--- config.mk ---
export PLATFORM = sky130hd
export DESIGN_NAME = recovery_trigger_supervisor_core
export DESIGN_NICKNAME = d
export VERILOG_FILES = /design/src/hdl/rts_pkg.sv /design/src/hdl/recovery_trigger_supervisor_core.sv /design/src/hdl/rts_csr.sv /design/src/hdl/rts_eval.sv
export SDC_FILE = /design/constraint.sdc
export NUM_CORES = 1
export LEC_CHECK = 0
export ABC_AREA = 0
export BUFFER_PORTS_ARGS = -buffer_cell sky130_fd_sc_hd__buf_2
export CORE_MARGIN = 4
export CORE_UTILIZATION = 65
export CTS_CLUSTER_SIZE = 16
export DETAILED_ROUTE_END_ITERATION = 6
export PLACE_DENSITY = 0.84
export SLEW_MARGIN = 20
export SYNTH_ARGS = -nofsm -noshare
export SYNTH_HDL_FRONTEND = slang
export SYNTH_HIERARCHICAL = 1
export SYNTH_SLANG_ARGS = --single-unit
--- constraint.sdc ---
create_clock -name clock -period 25.9 [get_ports clock]
set_clock_uncertainty 0.1 [all_clocks]
set_input_delay 3.885 -clock clock [delete_from_list [all_inputs] [get_ports clock]]
set_output_delay 3.885 -clock clock [all_outputs]
set_load 0.05 [all_outputs]
--- src/hdl/rts_pkg.sv ---
// Package for the recovery trigger supervisor: types, event codes, register
// indexes and reset values. No dependencies.
`default_nettype none

package rts_pkg;

   localparam int unsigned COUNT_W   = 8;
   localparam int unsigned TIME_W    = 32;
   localparam int unsigned MS_CFG_W  = 20;
   localparam int unsigned CSR_IDX_W = 2;
   localparam int unsigned CSR_DAT_W = 20;

   localparam logic [COUNT_W-1:0]  COUNT_MAX         = 8'd255;
   localparam logic [COUNT_W-1:0]  THRESHOLD_DEFAULT = 8'd1;
   localparam logic [MS_CFG_W-1:0] COOLDOWN_DEFAULT  = 20'd0;
   localparam logic [MS_CFG_W-1:0] WINDOW_DEFAULT    = 20'd500;

   // Event codes; codes above ACT_RESET behave like a query.
   typedef enum logic [2:0] {
      ACT_FAILURE  = 3'd0,
      ACT_SUCCESS  = 3'd1,
      ACT_FINISHED = 3'd2,
      ACT_QUERY    = 3'd3,
      ACT_RESET    = 3'd4
   } action_type;

   // Configuration register indexes
   localparam logic [CSR_IDX_W-1:0] CSR_TRIP_LEVEL  = 2'd0;
   localparam logic [CSR_IDX_W-1:0] CSR_COOLDOWN_MS = 2'd1;
   localparam logic [CSR_IDX_W-1:0] CSR_WINDOW_MS   = 2'd2;

   typedef struct packed {
      logic [COUNT_W-1:0]  trip_level;
      logic [MS_CFG_W-1:0] cooldown_ms;
      logic [MS_CFG_W-1:0] window_ms;
   } cfg_type;

   typedef struct packed {
      logic [COUNT_W-1:0] fail_count;
      logic               active;
      logic [TIME_W-1:0]  start_time;
      logic               start_known;
      logic [TIME_W-1:0]  end_time;
      logic               end_known;
   } sup_state_type;

   typedef struct packed {
      logic [2:0]        action;
      logic [TIME_W-1:0] now_ms;
      logic              recovery_succeeded;
   } event_type;

   typedef struct packed {
      logic               start_recovery;
      logic               recovery_active;
      logic               in_recovery;
      logic [COUNT_W-1:0] failure_count;
   } result_type;

endpackage

`default_nettype wire

--- src/hdl/recovery_trigger_supervisor_core.sv ---
// Top level of the recovery trigger supervisor: input register, state,
// result register. Depends on rts_pkg, rts_csr and rts_eval.
//
// Usage:
//  - req_* is the event channel (valid/ready). Each accepted transaction is
//    one event: action code, timestamp in ms and the recovery success flag.
//  - rsp_* is the result channel (valid/ready). Exactly one result
//    transaction per event, in order.
//  - csr_* writes the threshold, cooldown or window register, one per write;
//    write only while no event is in flight.
// Pipeline: an accepted event is held in the event register, then moves to
//  the result register and is presented on rsp_* (two register stages).
// Throughput: one event per cycle while rsp_ready stays high; the state
//  update is a single compare/add pass between event and result registers.
// Stall: when rsp_ready is low the result register holds, the event register
//  holds its pending event, and req_ready drops only once both are full.
// Reset: synchronous; clears the counter, the active flag, the stored times
//  and their valid bits, and loads the register defaults (threshold 1,
//  cooldown 0, window 500 ms). Both channels come up empty.
`default_nettype none

module recovery_trigger_supervisor_core
   import rts_pkg::*;
(
   input  wire logic                 clock,
   input  wire logic                 reset,
   // event channel
   input  wire logic                 req_valid,
   output logic                      req_ready,
   input  wire logic [2:0]           req_action,
   input  wire logic [TIME_W-1:0]    req_now_ms,
   input  wire logic                 req_recovery_succeeded,
   // result channel
   output logic                      rsp_valid,
   input  wire logic                 rsp_ready,
   output logic                      rsp_start_recovery,
   output logic                      rsp_recovery_active,
   output logic                      rsp_in_recovery,
   output logic [COUNT_W-1:0]        rsp_failure_count,
   // configuration
   input  wire logic                 csr_we,
   input  wire logic [CSR_IDX_W-1:0] csr_index,
   input  wire logic [CSR_DAT_W-1:0] csr_wdata
);

   cfg_type       cfg;
   event_type     evt_ff, evt_in;
   logic          evt_valid_ff, evt_valid_in;
   sup_state_type state_ff, state_in;
   sup_state_type state_nxt;
   result_type    res_ff, res_in;
   result_type    res_nxt;
   logic          res_valid_ff, res_valid_in;
   logic          res_free;   // result register can take a new transaction
   logic          evt_move;   // event register retires into result register
   logic          req_take;

   rts_csr u_csr (
      .clock     (clock),
      .reset     (reset),
      .csr_we    (csr_we),
      .csr_index (csr_index),
      .csr_wdata (csr_wdata),
      .cfg       (cfg)
   );

   rts_eval u_eval (
      .cfg (cfg),
      .cur (state_ff),
      .evt (evt_ff),
      .nxt (state_nxt),
      .res (res_nxt)
   );

   // handshake: the event stage drains whenever the result stage is free
   assign res_free  = !res_valid_ff || rsp_ready;
   assign evt_move  = evt_valid_ff && res_free;
   assign req_ready = !evt_valid_ff || res_free;
   assign req_take  = req_valid && req_ready;

   always_comb begin
      evt_valid_in = evt_valid_ff;
      evt_in       = evt_ff;
      if (req_take) begin
         evt_valid_in              = 1'b1;
         evt_in.action             = req_action;
         evt_in.now_ms             = req_now_ms;
         evt_in.recovery_succeeded = req_recovery_succeeded;
      end else if (evt_move) begin
         evt_valid_in = 1'b0;
      end

      // state commits exactly when the event retires
      state_in = evt_move ? state_nxt : state_ff;

      res_valid_in = res_valid_ff;
      res_in       = res_ff;
      if (evt_move) begin
         res_valid_in = 1'b1;
         res_in       = res_nxt;
      end else if (rsp_ready) begin
         res_valid_in = 1'b0;
      end
   end

   // control and supervisor state
   always_ff @(posedge clock) begin
      if (reset) begin
         evt_valid_ff <= 1'b0;
         res_valid_ff <= 1'b0;
         state_ff     <= '0;
      end else begin
         evt_valid_ff <= evt_valid_in;
         res_valid_ff <= res_valid_in;
         state_ff     <= state_in;
      end
   end

   // payload registers
   always_ff @(posedge clock) begin
      evt_ff <= evt_in;
      res_ff <= res_in;
   end

   assign rsp_valid           = res_valid_ff;
   assign rsp_start_recovery  = res_ff.start_recovery;
   assign rsp_recovery_active = res_ff.recovery_active;
   assign rsp_in_recovery     = res_ff.in_recovery;
   assign rsp_failure_count   = res_ff.failure_count;

   // a start always leaves the block active
   a_start_active: assert property (@(posedge clock) disable iff (reset)
      rsp_valid && rsp_start_recovery |-> rsp_recovery_active)
      else $error("start reported without active flag");

   // in-recovery needs the active flag
   a_inrec_active: assert property (@(posedge clock) disable iff (reset)
      rsp_valid && rsp_in_recovery |-> rsp_recovery_active)
      else $error("in_recovery without active flag");

   // a start comes from a counted failure
   a_start_count: assert property (@(posedge clock) disable iff (reset)
      rsp_valid && rsp_start_recovery |-> rsp_failure_count != '0)
      else $error("start with zero failure count");

   // a retired event always produces a result
   a_res_source: assert property (@(posedge clock) disable iff (reset)
      evt_move |=> res_valid_ff)
      else $error("retired event produced no result");

   // state changes only when an event retires
   a_state_hold: assert property (@(posedge clock) disable iff (reset)
      !evt_move |=> $stable(state_ff))
      else $error("state changed without an event");

endmodule

`default_nettype wire

--- src/hdl/rts_csr.sv ---
// Configuration registers of the recovery trigger supervisor.
// Depends on rts_pkg.
`default_nettype none

module rts_csr
   import rts_pkg::*;
(
   input  wire logic                 clock,
   input  wire logic                 reset,
   input  wire logic                 csr_we,
   input  wire logic [CSR_IDX_W-1:0] csr_index,
   input  wire logic [CSR_DAT_W-1:0] csr_wdata,
   output cfg_type                   cfg
);

   cfg_type cfg_ff, cfg_in;

   always_comb begin
      cfg_in = cfg_ff;
      if (csr_we) begin
         case (csr_index)
            CSR_TRIP_LEVEL:  cfg_in.trip_level  = csr_wdata[COUNT_W-1:0];
            CSR_COOLDOWN_MS: cfg_in.cooldown_ms = csr_wdata[MS_CFG_W-1:0];
            CSR_WINDOW_MS:   cfg_in.window_ms   = csr_wdata[MS_CFG_W-1:0];
            default:         cfg_in = cfg_ff;
         endcase
      end
   end

   always_ff @(posedge clock) begin
      if (reset) begin
         cfg_ff.trip_level  <= THRESHOLD_DEFAULT;
         cfg_ff.cooldown_ms <= COOLDOWN_DEFAULT;
         cfg_ff.window_ms   <= WINDOW_DEFAULT;
      end else begin
         cfg_ff <= cfg_in;
      end
   end

   assign cfg = cfg_ff;

endmodule

`default_nettype wire

--- src/hdl/rts_eval.sv ---
// Event evaluation: next supervisor state and the result for one event.
// Purely combinational. Depends on rts_pkg.
`default_nettype none

module rts_eval
   import rts_pkg::*;
(
   input  wire cfg_type       cfg,
   input  wire sup_state_type cur,
   input  wire event_type     evt,
   output sup_state_type      nxt,
   output result_type         res
);

   logic [COUNT_W-1:0]  thr_eff;
   logic [MS_CFG_W-1:0] win_eff;
   logic [COUNT_W-1:0]  count_inc;
   logic [TIME_W-1:0]   since_end;
   logic [TIME_W-1:0]   since_start;
   logic                cooldown_ok;
   logic                may_start;

   always_comb begin
      // zero in a register means the default
      thr_eff   = (cfg.trip_level == '0) ? THRESHOLD_DEFAULT : cfg.trip_level;
      win_eff   = (cfg.window_ms == '0) ? WINDOW_DEFAULT : cfg.window_ms;
      count_inc = (cur.fail_count == COUNT_MAX) ? COUNT_MAX : cur.fail_count + 1'b1;

      since_end   = evt.now_ms - cur.end_time;
      cooldown_ok = !cur.end_known ||
                    ($signed(since_end) >= $signed({12'd0, cfg.cooldown_ms}));
      may_start   = !cur.active && (count_inc >= thr_eff) && cooldown_ok;

      nxt                = cur;
      res.start_recovery = 1'b0;
      case (evt.action)
         ACT_FAILURE: begin
            nxt.fail_count = count_inc;
            if (may_start) begin
               nxt.active         = 1'b1;
               nxt.start_time     = evt.now_ms;
               nxt.start_known    = 1'b1;
               res.start_recovery = 1'b1;
            end
         end
         ACT_SUCCESS: begin
            nxt.fail_count = '0;
         end
         ACT_FINISHED: begin
            nxt.active    = 1'b0;
            nxt.end_time  = evt.now_ms;
            nxt.end_known = 1'b1;
            if (evt.recovery_succeeded) begin
               nxt.fail_count = '0;
            end
         end
         ACT_RESET: begin
            nxt = '0;
         end
         default: begin
            nxt = cur;
         end
      endcase

      // window check on the updated state; a time before the start passes
      since_start         = evt.now_ms - nxt.start_time;
      res.recovery_active = nxt.active;
      res.in_recovery     = nxt.active && nxt.start_known &&
                            ($signed(since_start) <= $signed({12'd0, win_eff}));
      res.failure_count   = nxt.fail_count;
   end

endmodule

`default_nettype wire

# == After elaboration in Yosys (flattened, before gate mapping) ==
# Index checks and enable logic that the tools add are counted.
# classes
n_eq_ne,6
n_lt_le_gt_ge,3
add_sub_neg,3
n_reduce_logical,26
muxes,14
# op_table
operator,count
$pmux 33 s2,2
$sub 32x32->32,2
$mux 34,1
$ge 32x21->1,1
$le 32x21->1,1
$mux 8,3
$pmux 8 s3,1
$logic_not 20->1,1
$mux 20,1
$add 8x1->8 const B,1
$eq 8x8->1 const B,1
$ge 8x8->1,1
$logic_not 8->1,1
$reduce_and 2->1,4
$logic_and 1x1->1,6
$reduce_bool 2->1,3
$mux 1,5
$logic_not 1->1,4
$reduce_or 2->1,2
$eq 3x1->1 const B,1
$eq 3x2->1 const B,1
$eq 3x3->1 const B,1
$logic_not 3->1,1
$logic_or 1x1->1,3
other kinds (4),4
# word_totals
regBits,172
out_inout_bits,13

# == Longest topological paths before layout ==
# depth
ltp_word,10
ltp_mapped,47

# == Hierarchy ==
# The synthesis kept the hierarchy.
# by_module_without_submodules
mod,n_inst,area_each_um2,seq_area_each_um2,cells_per_inst
rts_eval,1,6565.0,0.0,1006
recovery_trigger_supervisor_core,1,4882.2,2952.8,383
rts_csr,1,1984.4,960.9,189

# == Least setup slack after synthesis ==
# No wires, ideal clock.
# synth_timing
kind,input-to-output
from,input rsp_ready
to,output req_ready
path_stages,2
path_buffers,0
t_arrival_ns,4.305
path_slack_ns,17.610
required_time_ns,21.915
path_cell_list,nor2b_4 > nand2_1
# synth_between
elab_chain_cells,2
# synth_rtl
element,line_no,source
"start, declared",recovery_trigger_supervisor_core.sv:35,"input wire logic rsp_ready,"
$logic_or 1x1->1,recovery_trigger_supervisor_core.sv:76,assign res_free = !res_valid_ff || rsp_ready;
$logic_or 1x1->1,recovery_trigger_supervisor_core.sv:78,assign req_ready = !evt_valid_ff || res_free;
"end, declared",recovery_trigger_supervisor_core.sv:29,"output logic req_ready,"
# Every way passes these cells.

==> impl_summary.txt <==
----------------------------------------------------
[Run status]
  Result of the run ... finished clean

[Pwr]
  Sw Ratio ... a little under a third
  IR Drop Worst-Case VDD ... ~0.000044 V
  Final Power ... 747 uW
  Portion of total power attributed to combinational logic ... between 20 and 25%
  Leakage ... ~5.5 nW
  Total power per unit cell area ... 51.9 nW/um2
  Power spent charging and discharging nets ... 226 uW
  Cell Int Power ... 521 uW
  Sequential group share of total power ... 39.2%
  Clock Power Share ... about 38%

[Place]
  Buffers on Ports ... between 70 and 80
  Cell count after placement ... ~1800
  HPWL Detailed ... 24000 um
  Setup slack at placement ... 15310 ps
  Dpl cell area ... about 14000 um2
  Global placement routability congestion ... roughly 0.97

[Worst setup path]
  Type of the worst setup path ... reg -> reg
  Endpoint required time on the critical path ... around 26000 ps
  Crit path launch type ... flip-flop
  Peak fanout along the critical path ... 12
  Arrival time worst endpoint ... approximately 11000 ps
  Largest stage delay on the critical path ... between 500 and 600 ps
  Critical path endpoint category ... flip-flop
  Critical-path cell with the highest stage delay ... sky130_fd_sc_hd__a2111oi_0

[Synthesis]
  Basic-gate share of the synthesized area counting and, or, nand and nor cells ... 22.2%
  Biggest area consumer among synthesized cells ... sky130_fd_sc_hd__dfxtp_1
  Post-synthesis cell type count ... 69
  Main combinational cell family by area after synthesis ... simple AND/OR/NAND/NOR gates
  Count of warnings emitted by yosys ... 6
  Synth Area per Inst ... 8.51 um2
  Ys flop type ... sky130_fd_sc_hd__dfxtp_1
  Post-synthesis share of cell area spent on full adders, half adders and majority gates ... between 10% and 20%
  FFs w/ async S/R, synth ... 0%
  Area of the mapped netlist ... 13400 um2
  Synthesized netlist net count ... about 1800
  Sequential element share of the synthesized area ... roughly 29%
  Synthesized instance count ... 1578
  Cell types with the largest area share after synthesis ... sky130_fd_sc_hd__dfxtp_1 (19%), sky130_fd_sc_hd__mux2i_1 (12%), sky130_fd_sc_hd__edfxtp_1 (11%)
  Multiplexer share of the synthesized area ... about an eighth
  Flop and latch count out of synthesis ... ~170
  Area share of xor/xnor cells in the synthesized design ... between 3 and 4%
  Complex-gate fraction of the synthesized area ... 16.6%
  Area share of the leading cell type in the synthesized netlist ... a little under a fifth
  Number of synthesized flops with an enable pin ... 47

[STA]
  Final Hold Viols ... 0
  Fmax ... a little over 90 MHz
  Unrepaired setup endpoints after global routing ... false
  Tightest hold margin ... 376 ps
  Min Tclk post-route ... 10970 ps
  Final cycle utilization of the critical path ... 42.4%
  Setup-failing EPs final ... 0
  Total negative setup slack ... 0 ps
  Worst setup margin ... between 10000 and 15000 ps
  Normalized max-slew margin ... between 20% and 30%
  Max-slew violation total from the final report ... 0
  Transition time of the tightest slew-check pin ... approximately 1100 ps

[Route]
  Drc violations ... 0
  Antenna viol nets, final ... 0
  Vias after detailed routing ... roughly 11000
  Total Routed Length ... around 33000 um
  Average wire length per cell after detail routing ... 17.5 um
  Drt first pass iters ... 5
  Starting DRT DRC Count ... 1000
  Per-cell via count in the routed design ... roughly 6

[Global route]
  Total routing usage reported by global routing ... 29.0%
  Via count of the first global-routing pass ... 10581
  Number of antenna violations at the first check in global routing ... 0
  Total overflow reported by the global router ... 0
  Global-route wire length before repair ... roughly 53000 um
  Largest net degree at the start of global routing ... roughly 130

[Cells and area]
  Design Area, Final ... about 14000 um2
  Layout fillers ... roughly 1600
  Share of the core filled with cells ... 70.9%
  Number of antenna diodes ... 0
  Most frequent standard cell in the layout excluding fill and tap cells ... sky130_fd_sc_hd__nand2b_1
  Number of nets in the layout ... roughly 1800
  Total area of multi-input combinational cells ... between 8000 and 9000 um2
  Signed area change from the synthesized netlist to the final layout ... 7.08%
  Final Non-Filler Cells ... 1880
  Footprint of the flip-flops and latches ... around 3900 um2
  Proportion of layout cells with a drive suffix above 1 ... under 10%
  Highest-count cells in the layout ignoring fill and taps ... sky130_fd_sc_hd__nand2b_1 (222), sky130_fd_sc_hd__mux2i_1 (158), sky130_fd_sc_hd__dfxtp_1 (125)

[Clocking]
  Number of sinks driven by the clock tree ... ~170
  Root buffer selected by CTS ... sky130_fd_sc_hd__clkbuf_16
  Maximum number of buffers from clock root to sink ... 2
  Hold_buf cts ... 0
  CTS H-tree lvls ... 4
  Num CTS Buffers ... 17
  Clock latency on the worst-skew pair ... 440 ps
  Quantity of gates resized following cts ... 0
  Worst-path clk slew ... roughly 70 ps
  Clock tree from TritonCTS ... done
  Buffers inserted by post-CTS timing repair ... 0

[Hold path]
  Class of the worst hold path ... reg -> reg

[Floorplan]
  Number of primary I/O pins ... 76
  Die width ... 152 um
  Placeable core region ... roughly 20000 um2
  # rows ... 52
  Die height ... about 150 um
  Initial standard-cell utilization of the core ... between 60% and 70%
  Die Area ... around 23000 um2

[Job]
  Number of maximum-capacitance constraint violations ... 0

----------------------------------------------------
registers in the layout, indices dropped and copies added, names as in the netlist:
name                 flops
rsp_failure_count        8
state_ff                75
rsp_start_recovery       1
rsp_recovery_active      1
evt_ff                  36
u_csr/cfg               48
rsp_in_recovery          1
rsp_valid                1
evt_valid_ff             1
synth_stat cells (all sizes together), types with 2 or more instances:
master and n:
o211ai 5, inv 95, fa 2, ha 111, dfxtp 125, a21o 30, and3b 2, a22o 9
o31ai 7, o311ai 3, nand3b 3, a211oi 16, nand3 23, o31a 5, and2 34, nand2 115
nor3 10, xnor2 31, nand2b 222, nor2 79, a41oi 2, and3 10, or4 2, o21a 45
nor2b 17, nor4 7, a21boi 4, buf 32, o22ai 3, or3 5, edfxtp 47, and4 3
nand4 12, xor2 17, clkbuf 54, a31oi 6, mux2i 158, a21oi 75, a2111oi 2, o2111ai 4
or2 6, o21ai 112, a221oi 4, o21bai 12
metal layers:
metal | global-route usage [%] | share of wire, %
met5 | 0 | 0
met4 | 8.45 | 1.9
met3 | 4.37 | 5.1
met2 | 47.5 | 47
met1 | 39.8 | 46
path summary, 6_finish.rpt:
check	startpoint	to	slack (ps)	cells after the start
setup / recovery	evt_ff[1]$_DFFE_PP_	rsp_in_recovery$_DFFE_PP_	14930	43
hold / removal	state_ff[23]$_SDFFE_PP0P_	state_ff[23]$_SDFFE_PP0P_	380	2
setup reg to reg	evt_ff[1]$_DFFE_PP_	rsp_in_recovery$_DFFE_PP_	14930	43
hold reg to reg	state_ff[23]$_SDFFE_PP0P_	state_ff[23]$_SDFFE_PP0P_	380	2
kinds of logic (layout without fill, tap and decap cells):
logic type,count (synthesis),count (layout)
buffers and inverters,181,213
AO/OA/AOI/OAI,351,351
AND/OR/NAND/NOR,554,554
adder cells (fa/ha/maj),113,113
flip-flops,172,172
XOR/XNOR,48,48
multiplexers,159,159
cell type report:
class / count / area share (%)
Multi-Input combinational cell: 1225 / 60.4
Sequential cell: 172 / 27.2
Timing Repair Buffer: 86 / 3.20
Clock buffer: 19 / 3.01
Inverter: 95 / 2.48
Tap cell: 270 / 2.35
Clock inverter: 13 / 1.39
worst max-delay path, delay by kind of cell, from the launching register on:
kind	cells	cell delay [ps]
adder cells (fa/ha/maj)	5	1460
multiplexers	1	350
XOR/XNOR	2	270
AO/OA/AOI/OAI	20	4700
buffers and inverters	2	180
flip-flops	1	390
AND/OR/NAND/NOR	13	3320
power by group through the flow:
stage / clock [mW] / sequential, mW / combinational [mW]
after floorplan: 0 / 0.299 / 0.129
after global placement: 0 / 0.298 / 0.165
after detailed placement: 0 / 0.299 / 0.167
after CTS: 0.287 / 0.293 / 0.169
after global routing: 0.298 / 0.294 / 0.188
final: 0.283 / 0.293 / 0.171
Power figures use the tool's default switching activity.
